<file path="config.mk">
export PLATFORM = sky130hd
export DESIGN_NAME = encoder_csv_frame_parser_unit_flat
export DESIGN_NICKNAME = d
export VERILOG_FILES = /design/src/rtl/ecfp_pkg.sv /design/src/rtl/ecfp_if.sv /design/src/rtl/ecfp_parser.sv /design/src/rtl/ecfp_axes.sv /design/src/rtl/encoder_csv_frame_parser_unit.sv /design/src/flat_wrapper.sv
export SDC_FILE = /design/constraint.sdc
export NUM_CORES = 2
export LEC_CHECK = 0
export ABC_AREA = 1
export ABC_CLOCK_PERIOD_IN_PS = 12450
export BUFFER_PORTS_ARGS = -buffer_cell sky130_fd_sc_hd__buf_2
export CAP_MARGIN = 10
export CORE_ASPECT_RATIO = 1.1
export CORE_MARGIN = 2
export CORE_UTILIZATION = 35
export CTS_CLUSTER_SIZE = 40
export DETAILED_ROUTE_END_ITERATION = 12
export PLACE_DENSITY = 0.55
export RECOVER_POWER = 100
export REMOVE_ABC_BUFFERS = 1
export SYNTH_ARGS = -nofsm -noshare
export SYNTH_HDL_FRONTEND = slang
export SYNTH_SLANG_ARGS = --single-unit
</file>
<file path="constraint.sdc">
create_clock -name i_clk -period 12.45 [get_ports i_clk]
set_input_delay 2.49 -clock i_clk [delete_from_list [all_inputs] [get_ports i_clk]]
set_output_delay 2.49 -clock i_clk [all_outputs]
set_load 0.01 [all_outputs]
</file>
<file path="src/rtl/ecfp_pkg.sv">
package ecfp_pkg;

    localparam int AXES        = 4;
    localparam int FRAME_BYTES = 128;

    localparam int POS_W   = 32;
    localparam int LEN_W   = $clog2(FRAME_BYTES);
    localparam int CNT_W   = 3;
    localparam int SLOTS   = 4;

    localparam logic [7:0] CH_BANG  = 8'h21;
    localparam logic [7:0] CH_GT    = 8'h3E;
    localparam logic [7:0] CH_COMMA = 8'h2C;
    localparam logic [7:0] CH_MINUS = 8'h2D;
    localparam logic [7:0] CH_CR    = 8'h0D;
    localparam logic [7:0] CH_LF    = 8'h0A;
    localparam logic [7:0] CH_ZERO  = 8'h30;
    localparam logic [7:0] CH_NINE  = 8'h39;

    localparam logic REQ_BYTE = 1'b0;
    localparam logic REQ_ZERO = 1'b1;

    localparam logic KIND_FRAME = 1'b0;
    localparam logic KIND_ZERO  = 1'b1;

    typedef struct packed {
        logic                             commit;
        logic [CNT_W-1:0]                 count;
        logic [SLOTS-1:0][POS_W-1:0]      value;
    } t_commit;

    typedef struct packed {
        logic                             kind;
        logic [CNT_W-1:0]                 count;
        logic [SLOTS-1:0][POS_W-1:0]      net;
    } t_result;

endpackage

</file>
<file path="src/rtl/ecfp_if.sv">
interface ecfp_in_if;
    logic       valid;
    logic       ready;
    logic       req_type;
    logic [7:0] byte_value;
    logic [1:0] axis_index;

    modport source (output valid, output req_type, output byte_value, output axis_index,
                    input ready);
    modport sink   (input valid, input req_type, input byte_value, input axis_index,
                    output ready);
endinterface

interface ecfp_out_if;
    logic               valid;
    logic               ready;
    logic               result_kind;
    logic [2:0]         axes_updated;
    logic signed [31:0] net_position_a;
    logic signed [31:0] net_position_b;
    logic signed [31:0] net_position_c;
    logic signed [31:0] net_position_d;

    modport source (output valid, output result_kind, output axes_updated,
                    output net_position_a, output net_position_b,
                    output net_position_c, output net_position_d,
                    input ready);
    modport sink   (input valid, input result_kind, input axes_updated,
                    input net_position_a, input net_position_b,
                    input net_position_c, input net_position_d,
                    output ready);
endinterface

</file>
<file path="src/rtl/ecfp_parser.sv">
module ecfp_parser (
    input  logic              i_clk,
    input  logic              i_rst_n,
    input  logic              i_en,
    input  logic              i_req_type,
    input  logic [7:0]        i_byte,
    output ecfp_pkg::t_commit o_commit
);
    import ecfp_pkg::*;

    logic                        r_in_frame, n_in_frame;
    logic [LEN_W-1:0]            r_len, n_len;
    logic [CNT_W-1:0]            r_comma, n_comma;
    logic                        r_done, n_done;
    logic [POS_W-1:0]            r_acc, n_acc;
    logic [POS_W-1:0]            r_nacc, n_nacc;
    logic                        r_minus, n_minus;
    logic [SLOTS-1:0][POS_W-1:0] r_pend, n_pend;

    logic [POS_W-1:0] w_field;
    logic [3:0]       w_digit;
    logic [POS_W-1:0] w_acc10;
    logic [POS_W-1:0] w_nacc10;

    // negated copy runs alongside so a minus sign is only a select
    assign w_field  = r_minus ? r_nacc : r_acc;
    assign w_digit  = i_byte[3:0];
    assign w_acc10  = {r_acc[POS_W-4:0], 3'b000} + {r_acc[POS_W-2:0], 1'b0};
    assign w_nacc10 = {r_nacc[POS_W-4:0], 3'b000} + {r_nacc[POS_W-2:0], 1'b0};

    always_comb begin
        n_in_frame = r_in_frame;
        n_len      = r_len;
        n_comma    = r_comma;
        n_done     = r_done;
        n_acc      = r_acc;
        n_nacc     = r_nacc;
        n_minus    = r_minus;
        n_pend     = r_pend;
        o_commit   = '0;
        o_commit.value = r_pend;

        if (i_req_type == REQ_BYTE) begin
            if (i_byte == CH_BANG || i_byte == CH_GT) begin
                n_in_frame = 1'b1;
                n_len      = LEN_W'(1);
                n_comma    = '0;
                n_done     = 1'b0;
                n_acc      = '0;
                n_nacc     = '0;
                n_minus    = 1'b0;
            end else if (r_in_frame && r_len < LEN_W'(FRAME_BYTES - 1)) begin
                n_len = r_len + LEN_W'(1);
                if (i_byte == CH_CR || i_byte == CH_LF) begin
                    if (r_comma < CNT_W'(SLOTS))
                        n_pend[r_comma[1:0]] = w_field;
                    o_commit.commit = 1'b1;
                    o_commit.value  = n_pend;
                    if (r_comma >= CNT_W'(AXES))
                        o_commit.count = CNT_W'(AXES);
                    else
                        o_commit.count = r_comma + CNT_W'(1);
                    n_in_frame = 1'b0;
                    n_len      = '0;
                    n_comma    = '0;
                    n_done     = 1'b0;
                    n_acc      = '0;
                    n_nacc     = '0;
                    n_minus    = 1'b0;
                end else if (!r_done) begin
                    if (i_byte == CH_COMMA) begin
                        n_pend[r_comma[1:0]] = w_field;
                        n_acc   = '0;
                        n_nacc  = '0;
                        n_minus = 1'b0;
                        n_comma = r_comma + CNT_W'(1);
                        n_done  = (n_comma >= CNT_W'(SLOTS));
                    end else if (i_byte == CH_MINUS) begin
                        n_minus = 1'b1;
                    end else if (i_byte >= CH_ZERO && i_byte <= CH_NINE) begin
                        n_acc  = w_acc10 + POS_W'(w_digit);
                        n_nacc = w_nacc10 - POS_W'(w_digit);
                    end
                end
            end
        end
    end

    always_ff @(posedge i_clk) begin
        if (!i_rst_n) begin
            r_in_frame <= 1'b0;
            r_len      <= '0;
            r_comma    <= '0;
            r_done     <= 1'b0;
            r_acc      <= '0;
            r_nacc     <= '0;
            r_minus    <= 1'b0;
            r_pend     <= '0;
        end else if (i_en) begin
            r_in_frame <= n_in_frame;
            r_len      <= n_len;
            r_comma    <= n_comma;
            r_done     <= n_done;
            r_acc      <= n_acc;
            r_nacc     <= n_nacc;
            r_minus    <= n_minus;
            r_pend     <= n_pend;
        end
    end

endmodule

</file>
<file path="src/rtl/ecfp_axes.sv">
module ecfp_axes (
    input  logic                                           i_clk,
    input  logic                                           i_rst_n,
    input  logic                                           i_en,
    input  logic                                           i_zero,
    input  logic [1:0]                                     i_axis,
    input  ecfp_pkg::t_commit                              i_commit,
    output logic [ecfp_pkg::SLOTS-1:0][ecfp_pkg::POS_W-1:0] o_net
);
    import ecfp_pkg::*;

    logic [AXES-1:0][POS_W-1:0] r_pos, n_pos;
    logic [AXES-1:0][POS_W-1:0] r_off, n_off;

    always_comb begin
        n_pos = r_pos;
        n_off = r_off;
        o_net = '0;
        for (int i = 0; i < AXES; i++) begin
            if (i_commit.commit && CNT_W'(i) < i_commit.count)
                n_pos[i] = i_commit.value[i];
            if (i_zero && i_axis == 2'(i))
                n_off[i] = r_pos[i];
            // report follows the update of this beat
            o_net[i] = n_pos[i] - n_off[i];
        end
    end

    always_ff @(posedge i_clk) begin
        if (!i_rst_n) begin
            r_pos <= '0;
            r_off <= '0;
        end else if (i_en) begin
            r_pos <= n_pos;
            r_off <= n_off;
        end
    end

endmodule

</file>
<file path="src/rtl/encoder_csv_frame_parser_unit.sv">
// channel | dir | beat payload
// i_in    | in  | req_type, byte_value, axis_index
// o_out   | out | result_kind, axes_updated, net_position_a..d
//
// one beat per cycle sustained while the result is not stalled; each result is registered in the result register
// path: input register, then parser and axis update into the result register
// bytes that make no result leave the input register without touching o_out
// a stalled result holds the pipe only while the input register is also full
// i_rst_n is synchronous, active low, clears all frame and axis state to zero
module encoder_csv_frame_parser_unit (
    input  logic       i_clk,
    input  logic       i_rst_n,
    ecfp_in_if.sink    i_in,
    ecfp_out_if.source o_out
);
    import ecfp_pkg::*;

    logic       r_in_valid;
    logic       r_in_type;
    logic [7:0] r_in_byte;
    logic [1:0] r_in_axis;

    logic    r_out_valid;
    t_result r_out;

    logic                        w_adv;
    t_commit                     w_commit;
    logic [SLOTS-1:0][POS_W-1:0] w_net;

    assign w_adv      = r_in_valid && (!r_out_valid || o_out.ready);
    assign i_in.ready = !r_in_valid || w_adv;

    ecfp_parser u_parser (
        .i_clk      (i_clk),
        .i_rst_n    (i_rst_n),
        .i_en       (w_adv),
        .i_req_type (r_in_type),
        .i_byte     (r_in_byte),
        .o_commit   (w_commit)
    );

    ecfp_axes u_axes (
        .i_clk    (i_clk),
        .i_rst_n  (i_rst_n),
        .i_en     (w_adv),
        .i_zero   (r_in_type == REQ_ZERO),
        .i_axis   (r_in_axis),
        .i_commit (w_commit),
        .o_net    (w_net)
    );

    always_ff @(posedge i_clk) begin
        if (!i_rst_n) begin
            r_in_valid <= 1'b0;
        end else if (i_in.ready) begin
            r_in_valid <= i_in.valid;
        end
        if (i_in.ready) begin
            r_in_type <= i_in.req_type;
            r_in_byte <= i_in.byte_value;
            r_in_axis <= i_in.axis_index;
        end
    end

    always_ff @(posedge i_clk) begin
        if (!i_rst_n) begin
            r_out_valid <= 1'b0;
        end else if (w_adv && (r_in_type == REQ_ZERO || w_commit.commit)) begin
            r_out_valid <= 1'b1;
        end else if (o_out.ready) begin
            r_out_valid <= 1'b0;
        end
        if (w_adv && (r_in_type == REQ_ZERO || w_commit.commit)) begin
            r_out.kind  <= (r_in_type == REQ_ZERO) ? KIND_ZERO : KIND_FRAME;
            r_out.count <= (r_in_type == REQ_ZERO) ? '0 : w_commit.count;
            r_out.net   <= w_net;
        end
    end

    assign o_out.valid          = r_out_valid;
    assign o_out.result_kind    = r_out.kind;
    assign o_out.axes_updated   = r_out.count;
    assign o_out.net_position_a = r_out.net[0];
    assign o_out.net_position_b = r_out.net[1];
    assign o_out.net_position_c = r_out.net[2];
    assign o_out.net_position_d = r_out.net[3];

endmodule
</file>
<file path="src/flat_wrapper.sv">
// flat-port wrapper written by rule: the top's interface ports become plain ports
module encoder_csv_frame_parser_unit_flat import ecfp_pkg::*;
  (i_clk, i_rst_n, i_in_valid, i_in_req_type, i_in_byte_value, i_in_axis_index, i_in_ready, o_out_valid, o_out_result_kind, o_out_axes_updated, o_out_net_position_a, o_out_net_position_b, o_out_net_position_c, o_out_net_position_d, o_out_ready);
  ecfp_in_if i_in_i ();
  ecfp_out_if o_out_i ();
  input  logic i_clk;
  input  logic i_rst_n;
  input wire logic [$bits(i_in_i.valid)-1:0] i_in_valid;
  input wire logic [$bits(i_in_i.req_type)-1:0] i_in_req_type;
  input wire logic [$bits(i_in_i.byte_value)-1:0] i_in_byte_value;
  input wire logic [$bits(i_in_i.axis_index)-1:0] i_in_axis_index;
  output wire logic [$bits(i_in_i.ready)-1:0] i_in_ready;
  output wire logic [$bits(o_out_i.valid)-1:0] o_out_valid;
  output wire logic [$bits(o_out_i.result_kind)-1:0] o_out_result_kind;
  output wire logic [$bits(o_out_i.axes_updated)-1:0] o_out_axes_updated;
  output wire logic [$bits(o_out_i.net_position_a)-1:0] o_out_net_position_a;
  output wire logic [$bits(o_out_i.net_position_b)-1:0] o_out_net_position_b;
  output wire logic [$bits(o_out_i.net_position_c)-1:0] o_out_net_position_c;
  output wire logic [$bits(o_out_i.net_position_d)-1:0] o_out_net_position_d;
  input wire logic [$bits(o_out_i.ready)-1:0] o_out_ready;
  assign i_in_i.valid = i_in_valid;
  assign i_in_i.req_type = i_in_req_type;
  assign i_in_i.byte_value = i_in_byte_value;
  assign i_in_i.axis_index = i_in_axis_index;
  assign i_in_ready = i_in_i.ready;
  assign o_out_valid = o_out_i.valid;
  assign o_out_result_kind = o_out_i.result_kind;
  assign o_out_axes_updated = o_out_i.axes_updated;
  assign o_out_net_position_a = o_out_i.net_position_a;
  assign o_out_net_position_b = o_out_i.net_position_b;
  assign o_out_net_position_c = o_out_i.net_position_c;
  assign o_out_net_position_d = o_out_i.net_position_d;
  assign o_out_i.ready = o_out_ready;
  encoder_csv_frame_parser_unit u_core (.i_clk(i_clk), .i_rst_n(i_rst_n), .i_in(i_in_i), .o_out(o_out_i));
endmodule
</file>
==> impl_metrics.py <==
metrics = {
    "clock_network": {
        "postCtsResizedCells": 0,
        "worstSkewPairLatency_ps": 670,
        "holdBufCountCts": 0,
        "cts_htree_levels": 3,
        "post-cts-setup-buffer-count": 0,
        "clk_pin_slew_ps": 60,
        "cts_tree": "done",
        "cts.sinks": 605,
        "clockBufferDepth": 3,
        "cts_buffers": 76,
        "clockRootBuffer": "clkbuf_16",
    },
    "placed_design": {
        "routabilityCongestion": 0.888,
        "numPortBuffers": 148,
        "dp_cells": 7075,
        "dp_hpwl_um": 84200,
    },
    "timing": {
        "fin_crit_sh": 0.727,
        "finalMaxSlewViolations": 1231,
        "setup_violations": 0,
        "skew_ps": 36.0,
        "holdWs_ps": 466,
        "maxSlewHeadroom": -1.85,
        "min_period_ps": 9050,
        "fin_setup_tns_ps": 0,
        "tightest_slew_ps": 4280,
        "max_freq_mhz": 111,
        "rsz0062_at_grt": "no",
        "finalHoldViolCount": 0,
    },
    "worst_setup_path": {
        "cp_data_required_time_ps": 12870,
        "critPathKind": "flop to flop",
        "r2r_slack_ps": 3400,
        "r2r-end": "u_core.o_out.net_position_a[23]",
        "path_common_cell": "nand2_1",
        "start_kind": "flop",
        "cp-end-kind": "flop",
        "critical_path.max_fanout": 44,
        "crit_arrival_ps": 9460,
        "slowest_delay_ps": 1780,
        "rr_worst_depth": 28,
        "cp_slowest_cell": "inv_1",
        "rr_startpoint": "u_core.r_in_byte[3]",
    },
    "cells_and_area": {
        "syn_to_final_growth_pct": 10.2,
        "final_common_cell": "nand2_1",
        "postLayoutCoreUtil": 0.388,
        "drive_gt1_frac": 0.0440,
        "n_antenna_cell": 0,
        "final_cell_mix": "nand2_1, o21ai_0, inv_1, a21oi_1, nor2_1",
        "n_fill_cell": 11900,
        "fin_cells": 7216,
        "layout.nets": 5910,
    },
    "yosys": {
        "synth_top_flop_cell": "dfxtp_1",
        "syn_area_per_cell_um2": 6.95,
        "synth_edf_count": 143,
        "yosysSeqAreaShare": 0.343,
        "syn_inst": 5682,
        "synth_top_area_frac": 0.234,
        "ys_ff_latch": 605,
        "ys_types": 60,
        "synthTopCellsByArea": "dfxtp_1, edfxtp_1, nand2_1",
        "ys_warn_count": 0,
        "synthArstFlopShare": 0,
        "synth_area_leader_cell": "dfxtp_1",
        "mappedNetlistArea_um2": 39500,
    },
    "floorplan": {
        "core_um2": 112000,
        "die_w_um": 324,
        "start_util": 0.352,
        "rows": 129,
        "die_h_um": 356,
        "io_pins": 149,
        "die_area_um2": 116000,
    },
    "grt": {
        "grt_max_degree": 151,
        "antenna_found_initial": 1,
        "grt_overflow": 0,
        "first_global_vias": 34200,
        "grt_usage": 0.206,
        "grt_pass1_wl_um": 192000,
    },
    "route": {
        "drt-initial-drc-count": 3122,
        "vias": 37300,
        "via_per_inst": 5.17,
        "drt_pass1_iterations": 6,
        "drt-wirelength-per-cell_um": 17.1,
        "postRouteAntennaNets": 0,
        "drc": 0,
        "wl_um": 123000,
    },
    "status": {
        "violations": "capacitance limit, slew limit",
        "status": "finished, violations left",
    },
    "power": {
        "ir_worst_vdd_uv": 84.1,
        "power_mw": 5.30,
        "leakagePower_nw": 19.5,
        "power_density_nw_per_um2": 122,
    },
    "hold_path": {
        "hold_end": "u_core.u_parser.r_len[6]",
        "hp-start": "u_core.u_parser.r_len[6]",
        "hold_class": "flop to flop",
        "worstHoldPathCells": 2,
    },
    "flow_run": {
        "cap_violations": 17,
    },
}
-- cell families (layout without fill, tap and decap cells) --
group                    after synthesis  count (layout)  synth area share
AND/OR/NAND/NOR                     1935            1935             0.201
AO/OA/AOI/OAI                       1695            1695             0.235
buffers and inverters               1018            1046            0.0987
flip-flops                           605             605             0.343
adder cells (fa/ha/maj)              248             248            0.0801
XOR/XNOR                             127             127            0.0282
multiplexers                          54              54            0.0137
-- cell usage after synthesis, types with 54 or more instances --
master	number
inv_1	704
nand3_1	153
dfxtp_1	462
o211ai_1	140
o21ai_0	731
xor2_1	88
edfxtp_1	143
o22ai_1	59
nor2_1	488
ha_1	240
clkbuf_1	220
nand2_1	1140
a21oi_1	566
mux2i_1	54
a31oi_1	80
-- report_power, final --
part,total (mW),internal (mW),switching [mW]
Clock,2.30,1.38,0.928
Sequential,2.17,2.13,0.0372
Combinational,0.828,0.286,0.542
-- state kept, by name, summed over array words and instances, names as in the netlist, named ones only --
signal,count
u_core.r_in_axis,2
u_core.o_out.net_position_c,32
u_core.u_parser.r_nacc,31
u_core.u_parser.r_pend,128
u_core.o_out.valid,1
u_core.o_out.net_position_b,32
u_core.r_in_byte,8
u_core.u_axes.r_off,128
u_core.o_out.result_kind,1
u_core.o_out.axes_updated,3
u_core.u_parser.r_comma,3
u_core.o_out.net_position_a,32
u_core.u_parser.r_done,1
u_core.u_parser.r_len,7
u_core.r_in_type,1
u_core.u_parser.r_acc,32
u_core.r_in_valid,1
u_core.o_out.net_position_d,32
u_core.u_parser.r_in_frame,1
u_core.u_axes.r_pos,127
u_core.u_parser.r_minus,1
-- worst max-delay path by stage --
stage | slack [ps] | to | startpoint | cells past startpoint
4_1_cts | 5550 | u_core.o_out.net_position_a[23] | u_core.u_parser.r_comma[0] | 26
3_3_place_gp | 5630 | u_core.o_out.net_position_a[23] | u_core.u_parser.r_comma[0] | 26
2_1_floorplan | -4340 | u_core.u_parser.r_pend[66] | o_out_ready | 8
6_report | 3400 | u_core.o_out.net_position_a[23] | u_core.r_in_byte[3] | 28
3_5_place_dp | 5580 | u_core.o_out.net_position_a[22] | u_core.u_parser.r_comma[0] | 27
5_1_grt | 2550 | u_core.o_out.net_position_a[23] | u_core.r_in_byte[3] | 28
-- per-layer routing --
metal  wire, um  vias up  track usage  part of all wire
met2      54800      866        0.330              0.45
met4       3560        2       0.0702             0.029
met3       6120      159       0.0265             0.050
li1           -    18900            -                 -
met5         13        -            0           0.00011
met1      58600    17300        0.286              0.48
-- cell type report --
cell class,instances,area [um^2],share of cell area
clock buffer,102,2140,0.0492
clock inverter,39,418,0.00960
inverter,723,2730,0.0627
multi-input combinational,4059,22000,0.506
sequential,605,13500,0.311
tap,1506,1880,0.0433
timing repair buffer,182,782,0.0180
-- worst max-delay path: cells and delay by family (launching register included) --
kind            cells  cell delay, ps
buf+inv             7            2960
simple gates       13            3080
fa+ha+maj           1             400
compound gates      7            1880
flops               1             450
-- stage by stage --
step                      worst slack (ps)  cell area (um^2)
after floorplan                      -4340             38300
after global placement                5630             41300
after detailed placement              5580             41300
after CTS                             5550             43800
after global routing                  2550             43500
final                                 3400             43500
No activity file was read; power rests on OpenSTA's default activity.
